**config.mk**
```make
export PLATFORM = sky130hd
export DESIGN_NAME = sbe_divider
export DESIGN_NICKNAME = d
export VERILOG_FILES = /design/src/rtl/stack_bytecode_executor_core_defines.svh /design/src/rtl/sbe_pkg.sv /design/src/rtl/sbe_divider.sv
export SDC_FILE = /design/constraint.sdc
export NUM_CORES = 1
export LEC_CHECK = 0
export BUFFER_PORTS_ARGS = -buffer_cell sky130_fd_sc_hd__buf_2
export CORE_MARGIN = 2
export CORE_UTILIZATION = 32
export DETAILED_ROUTE_END_ITERATION = 8
export PLACE_DENSITY = 0.59
export SLEW_MARGIN = 10
export SYNTH_ARGS = -nofsm -noshare
export SYNTH_HDL_FRONTEND = slang
export SYNTH_SLANG_ARGS = --single-unit
```
**constraint.sdc**
```tcl
create_clock -name clk -period 3.59 [get_ports clk]
set_clock_uncertainty 0.1 [all_clocks]
set_input_delay 0.5385 -clock clk [delete_from_list [all_inputs] [get_ports clk]]
set_output_delay 0.5385 -clock clk [all_outputs]
set_load 0.005 [all_outputs]
```
**src/rtl/stack_bytecode_executor_core_defines.svh**
```systemverilog
// assertion macros for the stack bytecode executor
`ifndef STACK_BYTECODE_EXECUTOR_CORE_DEFINES_SVH
`define STACK_BYTECODE_EXECUTOR_CORE_DEFINES_SVH
// implication checked on every clock edge outside reset
`define SBE_ASSERT_IMP(label, ante, cons, msg) \
	label: assert property (@(posedge clk) disable iff (!arst_n) (ante) |-> (cons)) \
		else $error(msg);
// implication whose consequent is checked in the cycle after the antecedent
`define SBE_ASSERT_NEXT(label, ante, cons, msg) \
	label: assert property (@(posedge clk) disable iff (!arst_n) (ante) |=> (cons)) \
		else $error(msg);
`endif

```
**src/rtl/sbe_pkg.sv**
```systemverilog
// shared constants and types for the stack bytecode executor
package sbe_pkg;
	localparam logic [1:0] MODE_WRITE = 2'd0;
	localparam logic [1:0] MODE_RESTART = 2'd1;
	localparam logic [1:0] MODE_EXEC = 2'd2;

	localparam logic [7:0] OP_LOAD = 8'd0;
	localparam logic [7:0] OP_STORE = 8'd1;
	localparam logic [7:0] OP_PUSH = 8'd2;
	localparam logic [7:0] OP_DUP = 8'd3;
	localparam logic [7:0] OP_POP = 8'd4;
	localparam logic [7:0] OP_ADD = 8'd5;
	localparam logic [7:0] OP_SUB = 8'd6;
	localparam logic [7:0] OP_MUL = 8'd7;
	localparam logic [7:0] OP_MOD = 8'd8;
	localparam logic [7:0] OP_DIV = 8'd9;
	localparam logic [7:0] OP_GOTO = 8'd10;
	localparam logic [7:0] OP_BZ = 8'd11;
	localparam logic [7:0] OP_BNZ = 8'd12;
	localparam logic [7:0] OP_BNEG = 8'd13;
	localparam logic [7:0] OP_RET = 8'd14;
	localparam logic [7:0] OP_PRINT = 8'd15;

	localparam logic [2:0] ERR_NONE = 3'd0;
	localparam logic [2:0] ERR_DIV0 = 3'd1;
	localparam logic [2:0] ERR_OVF = 3'd2;
	localparam logic [2:0] ERR_UNF = 3'd3;
	localparam logic [2:0] ERR_PC = 3'd4;

	typedef struct packed {
		logic start;
		logic is_div;
		logic [31:0] a;
		logic [31:0] b;
	} div_req_t;

	typedef struct packed {
		logic done;
		logic [31:0] quo;
		logic [31:0] rem;
	} div_rsp_t;
endpackage

```
**src/rtl/sbe_divider.sv**
```systemverilog
// iterative signed divider, one quotient bit per cycle
module sbe_divider
	import sbe_pkg::*;
(
	input  logic     clk,
	input  logic     arst_n,
	input  div_req_t req,
	output div_rsp_t rsp
);
	logic [31:0] num_q, den_q, quo_q;
	logic [32:0] rem_q;
	logic [5:0] cnt_q;
	logic busy_q, neg_q, rneg_q, done_q;
	logic [32:0] shifted, diff;

	assign shifted = {rem_q[31:0], num_q[31]};
	assign diff = shifted - {1'b0, den_q};

	always_ff @(posedge clk or negedge arst_n) begin
		if (!arst_n) begin
			busy_q <= 1'b0;
			done_q <= 1'b0;
			cnt_q <= '0;
		end else begin
			done_q <= 1'b0;
			if (req.start) begin
				busy_q <= 1'b1;
				cnt_q <= 6'd32;
			end else if (busy_q) begin
				cnt_q <= cnt_q - 6'd1;
				if (cnt_q == 6'd1) begin
					busy_q <= 1'b0;
					done_q <= 1'b1;
				end
			end
		end
	end

	always_ff @(posedge clk) begin
		if (req.start) begin
			num_q <= req.a[31] ? (32'd0 - req.a) : req.a;
			den_q <= req.b[31] ? (32'd0 - req.b) : req.b;
			rem_q <= '0;
			quo_q <= '0;
			neg_q <= req.a[31] ^ req.b[31];
			rneg_q <= req.a[31];
		end else if (busy_q) begin
			num_q <= {num_q[30:0], 1'b0};
			if (!diff[32]) begin
				rem_q <= diff;
				quo_q <= {quo_q[30:0], 1'b1};
			end else begin
				rem_q <= shifted;
				quo_q <= {quo_q[30:0], 1'b0};
			end
		end
	end

	assign rsp.done = done_q;
	assign rsp.quo = neg_q ? (32'd0 - quo_q) : quo_q;
	assign rsp.rem = rneg_q ? (32'd0 - rem_q[31:0]) : rem_q[31:0];
endmodule

```
# After elaboration in Yosys (flattened, before gate mapping)
# Cells that the tools add are included.
# word_totals
register_bits	138
in_bits	68
out_inout_bits	65
word_cells	35
# op_classes
addsub	6
n_eq_ne	1
mux	16
bitwise_logic	1
reduce_logical	1
# op_table
operator	count
32-bit two-way mux	6
1-bit by 32-bit subtractor with 32-bit output, first input constant	4
33-bit by 32-bit subtractor with 33-bit output	1
31-bit two-way mux	1
6-bit two-way mux	2
1-bit two-way mux	7
6-bit by 1-bit == test with 1-bit output, second input constant	1
6-bit by 1-bit subtractor with 6-bit output, second input constant	1
2-bit nonzero test	1
1-bit bitwise XOR	1

# Logic depth before layout (Yosys ltp)
# logic_depth
word_depth	4
mapped_depth	14
ltp_nobuf	12

# Worst setup path before layout
# No wires, ideal clock.
# synth_timing
path_kind	register to output
from	register quo_q[5]
to	output port rsp[60] in the netlist's numbering
arrival_ns	3.067
slack_ns	-0.116
stages_incl_launch_ff	9
path_buffers	0
path_cell_list	dfxtp_1 or4_4 or4_4 or4_4 nand2b_4 or4_4 or3_4 o31ai_4 xnor2_1
# synth_rtl
element	line	rtl
start, declared	sbe_divider.sv:10	logic [31:0] num_q, den_q, quo_q;
start signal, assigned	sbe_divider.sv:51	quo_q <= {quo_q[30:0], 1'b1};
start signal, assigned	sbe_divider.sv:54	quo_q <= {quo_q[30:0], 1'b0};
end, declared	sbe_divider.sv:8	output div_rsp_t rsp

==> impl_metrics.ini <==
[drt]
drc = 0
antenna_violating_nets_post_route = 0
drt_pass1_iterations = 5
viasPerCell = 5.083
final_routed_wirelength_across_all_metal_layers_um = 24270
via_count = 8376
routedWlPerCell_um = 14.73
first_iter_violations = 446

[sta]
setup-violations-final = 18
setup_slack_ns = -0.6252
rsz_0062_raised_after_global_routing = true
final_period_minus_worst_setup_slack_ns = 4.215
actual_slew_at_the_worst_max_slew_pin_ns = 1.095
final_hold_slack_ns = 0.2787
finalCritPeriodShare_pct = 117.4
report.final.hold_viol_count = 0
timing.final.max_slew_violations = 0
timing.fmax_mhz = 237.2
timing.slew.headroom_pct = 26.97

[pwr]
proportion_of_power_drawn_by_combinational_gates_pct = 58.7
share_seq_of_total_power_pct = 23.3
power.density_nw_per_um2 = 822.7
clock_power_share_pct = 18.0
power_switching_mw = 3.972
pleak_nw = 5.180
power.total_mw = 9.772
cellInternalPower_mw = 5.800
power_switching_share_pct = 40.65
peakVddDrop_mv = 0.4213

[worst_hold_path]
min_from = req[0]
hold_path_class = input port to flip-flop

[synthesis]
synth-edff-count = 66
syn-num-nets = 1207
synth_flop_cell = edfxtp_1
synth_adder_area_share_pct = 5.130
yosys.cell_types.count = 66
syn_area_um2 = 9659
ys.warnings.count = 0
synth_area_leaders = edfxtp_1 (21%), dfxtp_1 (13%), xnor2_1 (9.3%)
largest_area_contributor_in_the_netlist = edfxtp_1
synth_mux_area_share_pct = 6.231
synth_area_per_inst_um2 = 8.781
main_combinational_cell_family_by_area_after_synthesis = compound AO/OA/AOI/OAI gates
synth_compound_gate_area_share_pct = 18.37
ys_seq_area_share_pct = 35.85
asyncSetResetFlopFracSynth_pct = 5.797
synthXorXnorAreaFrac_pct = 13.60
synth-seq-cells = 138
synthCells = 1100
yosys.area_share.simple_pct = 16.22
synthDominantCellAreaShare_pct = 20.52

[floorplanning]
pin_count = 133
effective_utilization_at_floorplan_pct = 32.50
die_height_um = 177.7
die_area_um2 = 31590
core-area_um2 = 29720
fp-row-count = 63
fp.dieW_um = 177.7

[grt]
antenna_found_initial = 0
met3_track_usage_gr_pct = 2.399
grt.overflow.total = 0
grt_pass1_vias = 7630
wire_length_of_the_first_global_routing_pass_um = 38870
grt_use_total_pct = 15.28
grtUsageMet2_pct = 24.03
maximum_number_of_pins_on_one_net_before_global_route_repair = 95
grt.busiest_layer = met2
grt_use_met1_pct = 21.89

[placement]
port_buffers = 131
place_congestion = 0.9122
dpl-instance-area_um2 = 10930
placed_cells_incl_taps = 1604
place_hpwl_um = 17980

[finish]
utilization_pct = 39.97
final_net_count = 1352
n_fill_cell = 2954
most_used_cells_in_the_layout_excluding_fill_and_tap_cells = buf_2 (130), nor2_1 (127), xnor2_1 (99)
layout-drive-gt1-share_pct = 21.14
number_of_non_filler_instances_in_the_completed_layout = 1648
areaGrowthSynthToFinish_pct = 22.97
finalInstanceArea_um2 = 11880
insertedDiodeCount = 0
commonest_non_fill_non_tap_cell_in_the_layout = buf_2

[clock_tree]
clock_tree_from_tritoncts = yes
clkSlewWorstSetupHoldPaths_ns = 0.06
cts.path.max_buffers = 2
clk-insertion-delay-late_ns = 0.43
cts_root_buf = clkbuf_16
htreeDepth = 4
cts_buffers = 17
clock_sink_count = 138

[setup_path]
required_ns = 2.95
critical_path.endpoint_type = output port
timing.critical_path.from = quo_q[5]
worst-path-max-fanout = 3
reg2reg_from = num_q[31]
cp_data_arrival_time_ns = 3.58
startpoint_type_of_the_worst_setup_path = flip-flop
setup.worst_path.class = flip-flop to output port

[status]
failed_checks = negative setup slack
status = finished, violations left

[job]
cap_violations = 0
-- cell families after synthesis --
| group | after synthesis |
|---|---|
| adder cells (fa/ha/maj) | 39 |
| AO/OA/AOI/OAI | 269 |
| XOR/XNOR | 150 |
| multiplexers | 60 |
| flip-flops | 138 |
| buffers and inverters | 115 |
| AND/OR/NAND/NOR | 329 |
-- flip-flops by register name (all words and copies together) (netlist names) --
name    cells
busy_q      1
cnt_q       6
den_q      32
done_q      1
neg_q       1
num_q      32
quo_q      32
rem_q      32
rneg_q      1
-- final timing paths --
| check | end | slack (ns) | cells after the start |
|---|---|---|---|
| worst max register to register | rem_q[29] | 0.19 | 12 |
| worst min-delay path | den_q[0] | 0.28 | 1 |
| max in group asynchronous | busy_q | 2.78 | 2 |
| worst max-delay path | rsp[60] | -0.63 | 9 |
| min in group asynchronous | cnt_q[3] | 0.42 | 2 |
| worst min register to register | quo_q[31] | 0.42 | 2 |
-- what timing repair did --
| item | 4_1_cts | 5_1_grt |
|---|---|---|
| gates resized for setup | 31 | 15 |
| pin swaps | 10 | 16 |
| endpoints found under the hold margin | 8 | 0 |
| hold buffers | 1 | 0 |
| setup buffers | 3 | 8 |
| endpoints found under the setup margin | 21 | 55 |
-- critical path: stages, from the launching register on --
cell and delay, ns:
dfxtp_2 0.32, or4_4 0.54, or4_4 0.43, or4_4 0.43, nand2b_4 0.15, or4_4 0.43, or3_4 0.40, o31ai_4 0.19
xnor2_1 0.13, buf_2 0.13
-- per-layer routing --
metal	wire length (um)	vias up
li1	-	4265
met1	12090	3917
met2	10900	184
met3	1093	10
met4	180	0
met5	0	-
-- metrics by stage --
stage / TNS (ns) / setup WS, ns
finish: -5.874 / -0.6252
global route: -9.242 / -0.7287
CTS: -5.882 / -0.6550
detailed placement: -0.5949 / -0.2059
global placement: -0.4245 / -0.1707
floorplan: -0.1295 / -0.07510
-- layout make-up --
| type | count | area, um2 | area share, % |
|---|---|---|---|
| flip-flops and latches | 138 | 3471 | 29.22 |
| multi-input cells | 847 | 5996 | 50.48 |
| repair buffers | 186 | 1135 | 9.554 |
| well taps | 390 | 488.0 | 4.108 |
| clock buffers | 19 | 464.2 | 3.908 |
| clock inverters | 13 | 117.6 | 0.9902 |
| inverters | 55 | 206.4 | 1.738 |
-- synth_stat cells, drive strengths merged, types with 9 or more instances --
library cell	count
nor4	9
ha	38
nand2b	11
nand4	9
inv	53
xnor2	103
nand3	17
o21ai	53
or3	21
edfxtp	66
nor3	14
xor2	47
a21oi	72
dfxtp	64
mux2i	59
a21o	12
or4	17
o31ai	31
a211oi	27
nor2	127
o41ai	17
nand2	79
buf	15
clkbuf	45
-- power groups by stage --
stage	sequential [mW]	clock (mW)	combinational, mW
after floorplan	2.21	0	3.27
after global placement	2.25	0	4.96
after detailed placement	2.27	0	5.00
after CTS	2.27	1.80	5.41
after global routing	2.32	1.88	6.31
final	2.28	1.76	5.74
Note: power is estimated with default switching activity, not from simulation.
